### src/hdl/button_repeat_focus_stepper_defines.svh
// Assertion macros shared by the focus stepper RTL.
// Expects a clock named clk and an active-low reset named arst_n in scope.
`ifndef BUTTON_REPEAT_FOCUS_STEPPER_DEFINES_SVH
`define BUTTON_REPEAT_FOCUS_STEPPER_DEFINES_SVH

// Same-cycle implication, disabled while in reset
`define BRFS_ASSERT_NOW(lbl, pre, con) \
	lbl: assert property (@(posedge clk) disable iff (!arst_n) (pre) |-> (con)) \
		else $error("assertion failed");

// Next-cycle implication, disabled while in reset
`define BRFS_ASSERT_NEXT(lbl, pre, con) \
	lbl: assert property (@(posedge clk) disable iff (!arst_n) (pre) |=> (con)) \
		else $error("assertion failed");

`endif

### src/hdl/brfs_pkg.sv
// Package for the button focus stepper: direction codes, register map, limits.
// No dependencies.
package brfs_pkg;

	// Upper bound on selectable items; the 8-bit index caps it further at 256
	localparam int unsigned MAX_ITEMS = 256;
	localparam int unsigned ITEM_CAP_INT = (MAX_ITEMS < 256) ? MAX_ITEMS : 256;
	localparam logic [8:0] ITEM_CAP = 9'(ITEM_CAP_INT);

	// Reset values of the timing registers
	localparam logic [15:0] DEBOUNCE_RST = 16'd130;
	localparam logic [15:0] INIT_DELAY_RST = 16'd700;
	localparam logic [15:0] REPEAT_INT_RST = 16'd95;

	// Register indexes (byte address = 4 * index)
	localparam logic [1:0] REG_WORD_COUNT = 2'd0;
	localparam logic [1:0] REG_DEBOUNCE = 2'd1;
	localparam logic [1:0] REG_INIT_DELAY = 2'd2;
	localparam logic [1:0] REG_REPEAT_INT = 2'd3;

	typedef enum logic [1:0] {
		DIR_NONE = 2'd0,
		DIR_LEFT = 2'd1,
		DIR_RIGHT = 2'd2
	} dir_t;

endpackage

### src/hdl/button_repeat_focus_stepper.sv
// Button auto-repeat with debounce driving a clamped focus index.
// Depends on brfs_pkg and button_repeat_focus_stepper_defines.svh.
`include "button_repeat_focus_stepper_defines.svh"

// One sample per transaction in, one result per transaction out. A sample is
// registered at the input, updated against the debounce and repeat state in
// combinational logic, and the result is registered at the output, so the
// block accepts one sample per clock while the output side is ready. The
// rate is set by the state update loop (edge time, repeat deadline, focus
// index). Registers sit at byte addresses 0 (word_count), 4 (debounce_ms),
// 8 (initial_delay_ms) and 12 (repeat_interval_ms); write them only while
// the block is idle.
module button_repeat_focus_stepper (
	input  logic        clk,
	input  logic        arst_n,
	// configuration port
	input  logic        psel,
	input  logic        penable,
	input  logic        pwrite,
	input  logic [3:0]  paddr,
	input  logic [31:0] pwdata,
	output logic [31:0] prdata,
	output logic        pready,
	// sample input
	input  logic        s_axis_tvalid,
	output logic        s_axis_tready,
	// now_ms[31:0], left_edge[32], right_edge[33], left_held[34], right_held[35], zero[39:36]
	input  logic [39:0] s_axis_tdata,
	// result output
	output logic        m_axis_tvalid,
	input  logic        m_axis_tready,
	// focus_index[7:0], handled[8], moved[9], zero[15:10]
	output logic [15:0] m_axis_tdata
);

	// Configuration registers
	logic [8:0]  word_count_q;
	logic [15:0] debounce_q;
	logic [15:0] init_delay_q;
	logic [15:0] repeat_int_q;

	// Input stage
	logic        valid_s1;
	logic [31:0] now_s1;
	logic        ledge_s1, redge_s1, lheld_s1, rheld_s1;

	// Output stage
	logic        valid_s2;
	logic [7:0]  focus_s2;
	logic        handled_s2, moved_s2;

	// Stepper state
	brfs_pkg::dir_t last_dir_q, rep_dir_q;
	logic [31:0]    last_time_q, next_rep_q;
	logic [7:0]     focus_q;

	// Next-state values
	brfs_pkg::dir_t last_dir_d, rep_dir_d, edge_dir;
	logic [31:0]    last_time_d, next_rep_d, since_edge;
	logic [7:0]     focus_d;
	logic           handled_d, moved_d;
	logic           do_step, step_fwd, bounce;
	logic [8:0]     lim;

	logic advance, process, cfg_wr;

	// Handshake: output register frees when empty or taken
	assign advance       = !valid_s2 || m_axis_tready;
	assign process       = valid_s1 && advance;
	assign s_axis_tready = !valid_s1 || advance;
	assign m_axis_tvalid = valid_s2;
	assign m_axis_tdata  = {6'd0, moved_s2, handled_s2, focus_s2};

	// APB register access
	assign pready = 1'b1;
	assign cfg_wr = psel && penable && pwrite;

	always_ff @(posedge clk or negedge arst_n) begin
		if (!arst_n) begin
			word_count_q <= '0;
			debounce_q   <= brfs_pkg::DEBOUNCE_RST;
			init_delay_q <= brfs_pkg::INIT_DELAY_RST;
			repeat_int_q <= brfs_pkg::REPEAT_INT_RST;
		end else if (cfg_wr) begin
			unique case (paddr[3:2])
				brfs_pkg::REG_WORD_COUNT: word_count_q <= pwdata[8:0];
				brfs_pkg::REG_DEBOUNCE:   debounce_q   <= pwdata[15:0];
				brfs_pkg::REG_INIT_DELAY: init_delay_q <= pwdata[15:0];
				brfs_pkg::REG_REPEAT_INT: repeat_int_q <= pwdata[15:0];
				default: ;
			endcase
		end
	end

	always_comb begin
		unique case (paddr[3:2])
			brfs_pkg::REG_WORD_COUNT: prdata = {23'd0, word_count_q};
			brfs_pkg::REG_DEBOUNCE:   prdata = {16'd0, debounce_q};
			brfs_pkg::REG_INIT_DELAY: prdata = {16'd0, init_delay_q};
			brfs_pkg::REG_REPEAT_INT: prdata = {16'd0, repeat_int_q};
			default:                  prdata = '0;
		endcase
	end

	// Input register
	always_ff @(posedge clk or negedge arst_n) begin
		if (!arst_n) begin
			valid_s1 <= 1'b0;
		end else if (s_axis_tready) begin
			valid_s1 <= s_axis_tvalid;
		end
	end

	always_ff @(posedge clk) begin
		if (s_axis_tready && s_axis_tvalid) begin
			now_s1   <= s_axis_tdata[31:0];
			ledge_s1 <= s_axis_tdata[32];
			redge_s1 <= s_axis_tdata[33];
			lheld_s1 <= s_axis_tdata[34];
			rheld_s1 <= s_axis_tdata[35];
		end
	end

	// Edge debounce, repeat deadline and focus step
	always_comb begin
		lim        = (word_count_q > brfs_pkg::ITEM_CAP) ? brfs_pkg::ITEM_CAP : word_count_q;
		edge_dir   = ledge_s1 ? brfs_pkg::DIR_LEFT : brfs_pkg::DIR_RIGHT;
		since_edge = now_s1 - last_time_q;
		bounce     = (last_dir_q == edge_dir) && (since_edge < {16'd0, debounce_q});

		last_dir_d  = last_dir_q;
		last_time_d = last_time_q;
		rep_dir_d   = rep_dir_q;
		next_rep_d  = next_rep_q;
		handled_d   = 1'b0;
		moved_d     = 1'b0;
		do_step     = 1'b0;
		step_fwd    = 1'b0;

		if (ledge_s1 || redge_s1) begin
			handled_d = 1'b1;
			if (!bounce) begin
				last_dir_d  = edge_dir;
				last_time_d = now_s1;
				rep_dir_d   = edge_dir;
				next_rep_d  = now_s1 + {16'd0, init_delay_q};
				moved_d     = 1'b1;
				do_step     = 1'b1;
				step_fwd    = (edge_dir == brfs_pkg::DIR_RIGHT);
			end
		end else if (!lheld_s1 && !rheld_s1) begin
			rep_dir_d = brfs_pkg::DIR_NONE;
		end else if (rep_dir_q != brfs_pkg::DIR_NONE && now_s1 >= next_rep_q) begin
			// deadline reached: step only if the armed button is still down
			if ((rep_dir_q == brfs_pkg::DIR_LEFT && lheld_s1) ||
			    (rep_dir_q == brfs_pkg::DIR_RIGHT && rheld_s1)) begin
				moved_d    = 1'b1;
				handled_d  = 1'b1;
				do_step    = 1'b1;
				step_fwd   = (rep_dir_q == brfs_pkg::DIR_RIGHT);
				next_rep_d = now_s1 + {16'd0, repeat_int_q};
			end else begin
				rep_dir_d = brfs_pkg::DIR_NONE;
			end
		end

		// clamped move within 0 .. lim-1; no move when lim is zero
		focus_d = focus_q;
		if (do_step && lim != 9'd0) begin
			if (!step_fwd) begin
				if (focus_q != 8'd0) begin
					focus_d = focus_q - 8'd1;
				end
			end else if (({1'b0, focus_q} + 9'd1) < lim) begin
				focus_d = focus_q + 8'd1;
			end
		end
	end

	// State registers
	always_ff @(posedge clk or negedge arst_n) begin
		if (!arst_n) begin
			last_dir_q  <= brfs_pkg::DIR_NONE;
			last_time_q <= '0;
			rep_dir_q   <= brfs_pkg::DIR_NONE;
			next_rep_q  <= '0;
			focus_q     <= '0;
		end else if (process) begin
			last_dir_q  <= last_dir_d;
			last_time_q <= last_time_d;
			rep_dir_q   <= rep_dir_d;
			next_rep_q  <= next_rep_d;
			focus_q     <= focus_d;
		end
	end

	// Output register
	always_ff @(posedge clk or negedge arst_n) begin
		if (!arst_n) begin
			valid_s2 <= 1'b0;
		end else if (advance) begin
			valid_s2 <= valid_s1;
		end
	end

	always_ff @(posedge clk) begin
		if (process) begin
			focus_s2   <= focus_d;
			handled_s2 <= handled_d;
			moved_s2   <= moved_d;
		end
	end

	// Checks
	`BRFS_ASSERT_NOW(a_moved_handled, valid_s2, !moved_s2 || handled_s2)
	`BRFS_ASSERT_NEXT(a_hold_focus, process && !moved_d, $stable(focus_q))
	`BRFS_ASSERT_NOW(a_stall_full, !s_axis_tready, valid_s1 && valid_s2)
	`BRFS_ASSERT_NEXT(a_edge_recorded, process && moved_d && (ledge_s1 || redge_s1),
		last_dir_q != brfs_pkg::DIR_NONE && rep_dir_q == last_dir_q)

endmodule
### config.mk
export PLATFORM = sky130hd
export DESIGN_NAME = button_repeat_focus_stepper
export DESIGN_NICKNAME = d
export VERILOG_FILES = /design/src/hdl/brfs_pkg.sv /design/src/hdl/button_repeat_focus_stepper.sv
export VERILOG_INCLUDE_DIRS = /design/src /design/src/hdl
export SDC_FILE = /design/constraint.sdc
export NUM_CORES = 1
export LEC_CHECK = 0
export ABC_AREA = 1
export BUFFER_PORTS_ARGS = -buffer_cell sky130_fd_sc_hd__buf_4
export CAP_MARGIN = 20
export CORE_ASPECT_RATIO = 1.1
export CORE_UTILIZATION = 38
export CTS_BUF_LIST = sky130_fd_sc_hd__clkbuf_4
export DETAILED_ROUTE_END_ITERATION = 10
export HOLD_SLACK_MARGIN = 0.06
export PLACE_DENSITY = 0.57
export SYNTH_ARGS = -nofsm -noshare
export SYNTH_HDL_FRONTEND = slang
export SYNTH_SLANG_ARGS = --single-unit
### constraint.sdc
create_clock -name clk -period 6 [get_ports clk]
set_input_delay 0.3 -clock clk [delete_from_list [all_inputs] [get_ports clk]]
set_output_delay 0.3 -clock clk [all_outputs]
set_load 0.005 [all_outputs]
==> flow_summary_export.csv <==
group,metric,value,unit
run_status,run_status,"finished clean",
clock_tree,clkLatencyLatePin,0.62,ns
grt,grt_max_degree,84,
synthesis,synth_async_sr_flop_share,74.59,%
sta,drv_slew,0,
floorplan,dieArea,34830,um2
grt,grt-ovfl-total,0,
floorplan,start_util,38.81,%
grt,grt_pass1_vias,11290,
floorplan,boundaryPins,134,
power_and_ir_drop,ir_drop,156.0,uV
synthesis,seq_area_frac_synth,36.89,%
sta,worst_slack,1.602,ns
cells_and_area,fin_nets,2125,
route,drt-pass1-iter-count,6,
floorplan,fp.coreArea,33370,um2
route,route.vias.total,11550,
sta,max_clock_freq,0.2274,GHz
clock_tree,post_cts_resize_count,0,
route,drtIter0Drc,699,
place,dp_worst_setup_slack,1.591,ns
synthesis,post_synth_num_cell_types,49,
power_and_ir_drop,power_density,356.4,nW/um2
grt,antenna_found_initial,2,
setup_path,critical_path_class,"flop to flop",
route,drc,0,
place,hpwl,27750,um
synthesis,syn_area_per_cell,7.183,um2
clock_tree,cts_num_sinks,181,
setup_path,end_kind,"flop",
place,gp_congestion,0.8931,
setup_path,crit_required,6.50,ns
cells_and_area,drive_gt1_share,8.470,%
cells_and_area,nFillCells,3477,
place,post_dp_cell_area,13910,um2
cells_and_area,utilization,44.33,%
setup_path,crit_arrival,4.90,ns
setup_path,cp-start-kind,"flop",
run,cap_violations,0,
cells_and_area,area_delta_synth_final,14.23,%
sta,final-hold-violation-count,0,
route,vias_per_cell,4.848,
setup_path,reg2reg_slack,1.60,ns
synthesis,synth_edf_count,46,
sta,relSlewSlack,31.20,%
sta,setup_viol,0,
cells_and_area,multi_input_area,6745,um2
cells_and_area,most-common-layout-cells,"nand2_1 (593), inv_1 (303), o21ai_0 (152)",
synthesis,synthCells,1803,
floorplan,die_x,178.0,um
floorplan,rows,70,
setup_path,crit_fanout,49,
cells_and_area,seqCellArea,4777,um2
synthesis,synth_area,12950,um2
cells_and_area,final_common_cell,"nand2_1",
place,io_buffers,88,
clock_tree,path_clk_slew,0.17,ns
power_and_ir_drop,p_leak,7.707,nW
sta,fin_tns_setup,0,ns
grt,grt_usage,21.74,%
route,avgRoutedWirePerCell,15.13,um
clock_tree,clockBufferDepth,2,
sta,worst_slew_pin_slew,1.030,ns
sta,rsz0062_at_grt,"false",
clock_tree,cts_root_buf,"clkbuf_4",
cells_and_area,finalInstanceArea,14790,um2
sta,period_needed,4.398,ns
sta,period_share,73.29,%
sta,clock_skew,0.02204,ns
min_path,hold_path.class,"input pin to asynchronous set/reset pin",
synthesis,yosysWarningCount,0,
synthesis,synth_seq_cells,181,
clock_tree,cts_made_buffers,17,
clock_tree,cts_tree,"done",
floorplan,die_h,195.6,um
grt,grt_first_pass_wirelength,58710,um
route,ant_nets,0,
clock_tree,htree_levels,4,
synthesis,yosys_most_used_dff,"dfrtp_1",
route,routed_wl,36050,um
power_and_ir_drop,p_total,5.272,mW
==> Yosys cell counts (6+ instances only) <==
cell	instances	share of area [%]
nor2_1	82	2.4
o21ai_1	8	0.31
o21ai_2	6	0.41
ha_1	105	10
nor3_1	22	0.85
xor2_1	38	2.6
o221ai_1	8	0.54
clkbuf_1	22	0.64
nand4_1	18	0.87
edfxtp_1	46	11
o2111ai_1	8	0.54
xnor2_1	11	0.74
dfstp_2	14	2.8
nand3_1	82	3.2
dfrtp_1	121	23
and2_1	12	0.58
o21ai_0	152	5.9
inv_1	304	8.8
a21oi_1	67	2.6
nand2_1	593	17
buf_4	25	1.4
==> routing by layer <==
layer  part of all wire [%]  global-route usage [%]  wire length (um)  vias up
li1                       -                       -                 -     5949
met1                     46                   27.99             16430     5339
met2                     49                   36.91             17490      223
met3                    3.1                   2.745              1101       41
met4                    2.8                   8.104              1025        0
met5                      0                       0                 0        -
==> path summary, 6_finish.rpt <==
check,startpoint,end,depth (start not counted)
setup / recovery,now_s1[3],next_rep_q[23],23
hold / removal,arst_n,debounce_q[0],2
setup reg to reg,now_s1[3],next_rep_q[23],23
hold reg to reg,next_rep_q[31],next_rep_q[31],2
max in group asynchronous,arst_n,next_rep_q[22],3
min in group clk,s_axis_tdata[8],now_s1[8],2
==> state kept, by name (all words and copies together) (netlist names) <==
register and count:
next_rep_q 32, lheld_s1 1, m_axis_tvalid 1, redge_s1 1, moved_s2 1, rep_dir_q 2
last_time_q 32, handled_s2 1, debounce_q 16, repeat_int_q 16, focus_s2 8, now_s1 32
ledge_s1 1, rheld_s1 1, last_dir_q 2, word_count_q 9, valid_s1 1, init_delay_q 16
focus_q 8
==> worst max-delay path, stage by stage (launching register included) <==
cell	delay, ns
edfxtp_1	0.55
ha_1	0.43
nand2_1	0.12
nor2_1	0.14
nand2_1	0.07
nand3_1	0.13
nand2_1	0.07
nand2_1	0.11
xor2_1	0.25
ha_1	0.29
a21oi_1	0.13
o221ai_1	0.14
nor2_1	0.27
nand2_1	0.08
nor2_1	0.09
nand2_1	0.05
nor2_1	0.09
nand3_1	0.12
nand2_2	0.13
nand2_4	0.08
nand2_4	0.42
inv_2	0.28
nand3_1	0.15
o21ai_1	0.07
==> per-stage QoR <==
step                hold slack, ns  instances
floorplan                 0.004409       1824
global placement            0.4277       2290
detailed placement          0.4182       2290
CTS                         0.2798       2379
global route                0.3015       2383
finish                      0.2533       2383
==> area by class of cell <==
class                           instances  area share, %
Sequential cell                       181          32.29
Multi-Input combinational cell       1278          45.59
Clock inverter                         13         0.9811
Clock buffer                           19         0.9641
Timing Repair Buffer                  151          8.703
Inverter                              306          7.764
Antenna cell                            3        0.05074
Tap cell                              432          3.654
==> power breakdown <==
| part | internal [mW] | leakage (nW) | switching [mW] | total (mW) |
|---|---|---|---|---|
| sequential | 1.60 | 2.10 | 0.224 | 1.82 |
| clock | 0.266 | 0.164 | 0.473 | 0.738 |
| combinational | 1.02 | 5.45 | 1.69 | 2.71 |
==> logic make-up after synthesis <==
logic type / count (synthesis) / share of synthesized area (%)
AND/OR/NAND/NOR: 837 / 26.60
buffers and inverters: 365 / 11.64
AO/OA/AOI/OAI: 261 / 10.97
flip-flops: 181 / 36.89
adder cells (fa/ha/maj): 107 / 10.45
XOR/XNOR: 49 / 3.314
other: 2 / 0.05799
multiplexers: 1 / 0.08694
==> timing repair <==
item | in CTS | in global routing
hold endpoints to repair | 163 | 0
endpoints found under the setup margin | 0 | 0
hold buffers | 57 | 0
setup buffers | 0 | 0
Power figures use the tool's default switching activity.
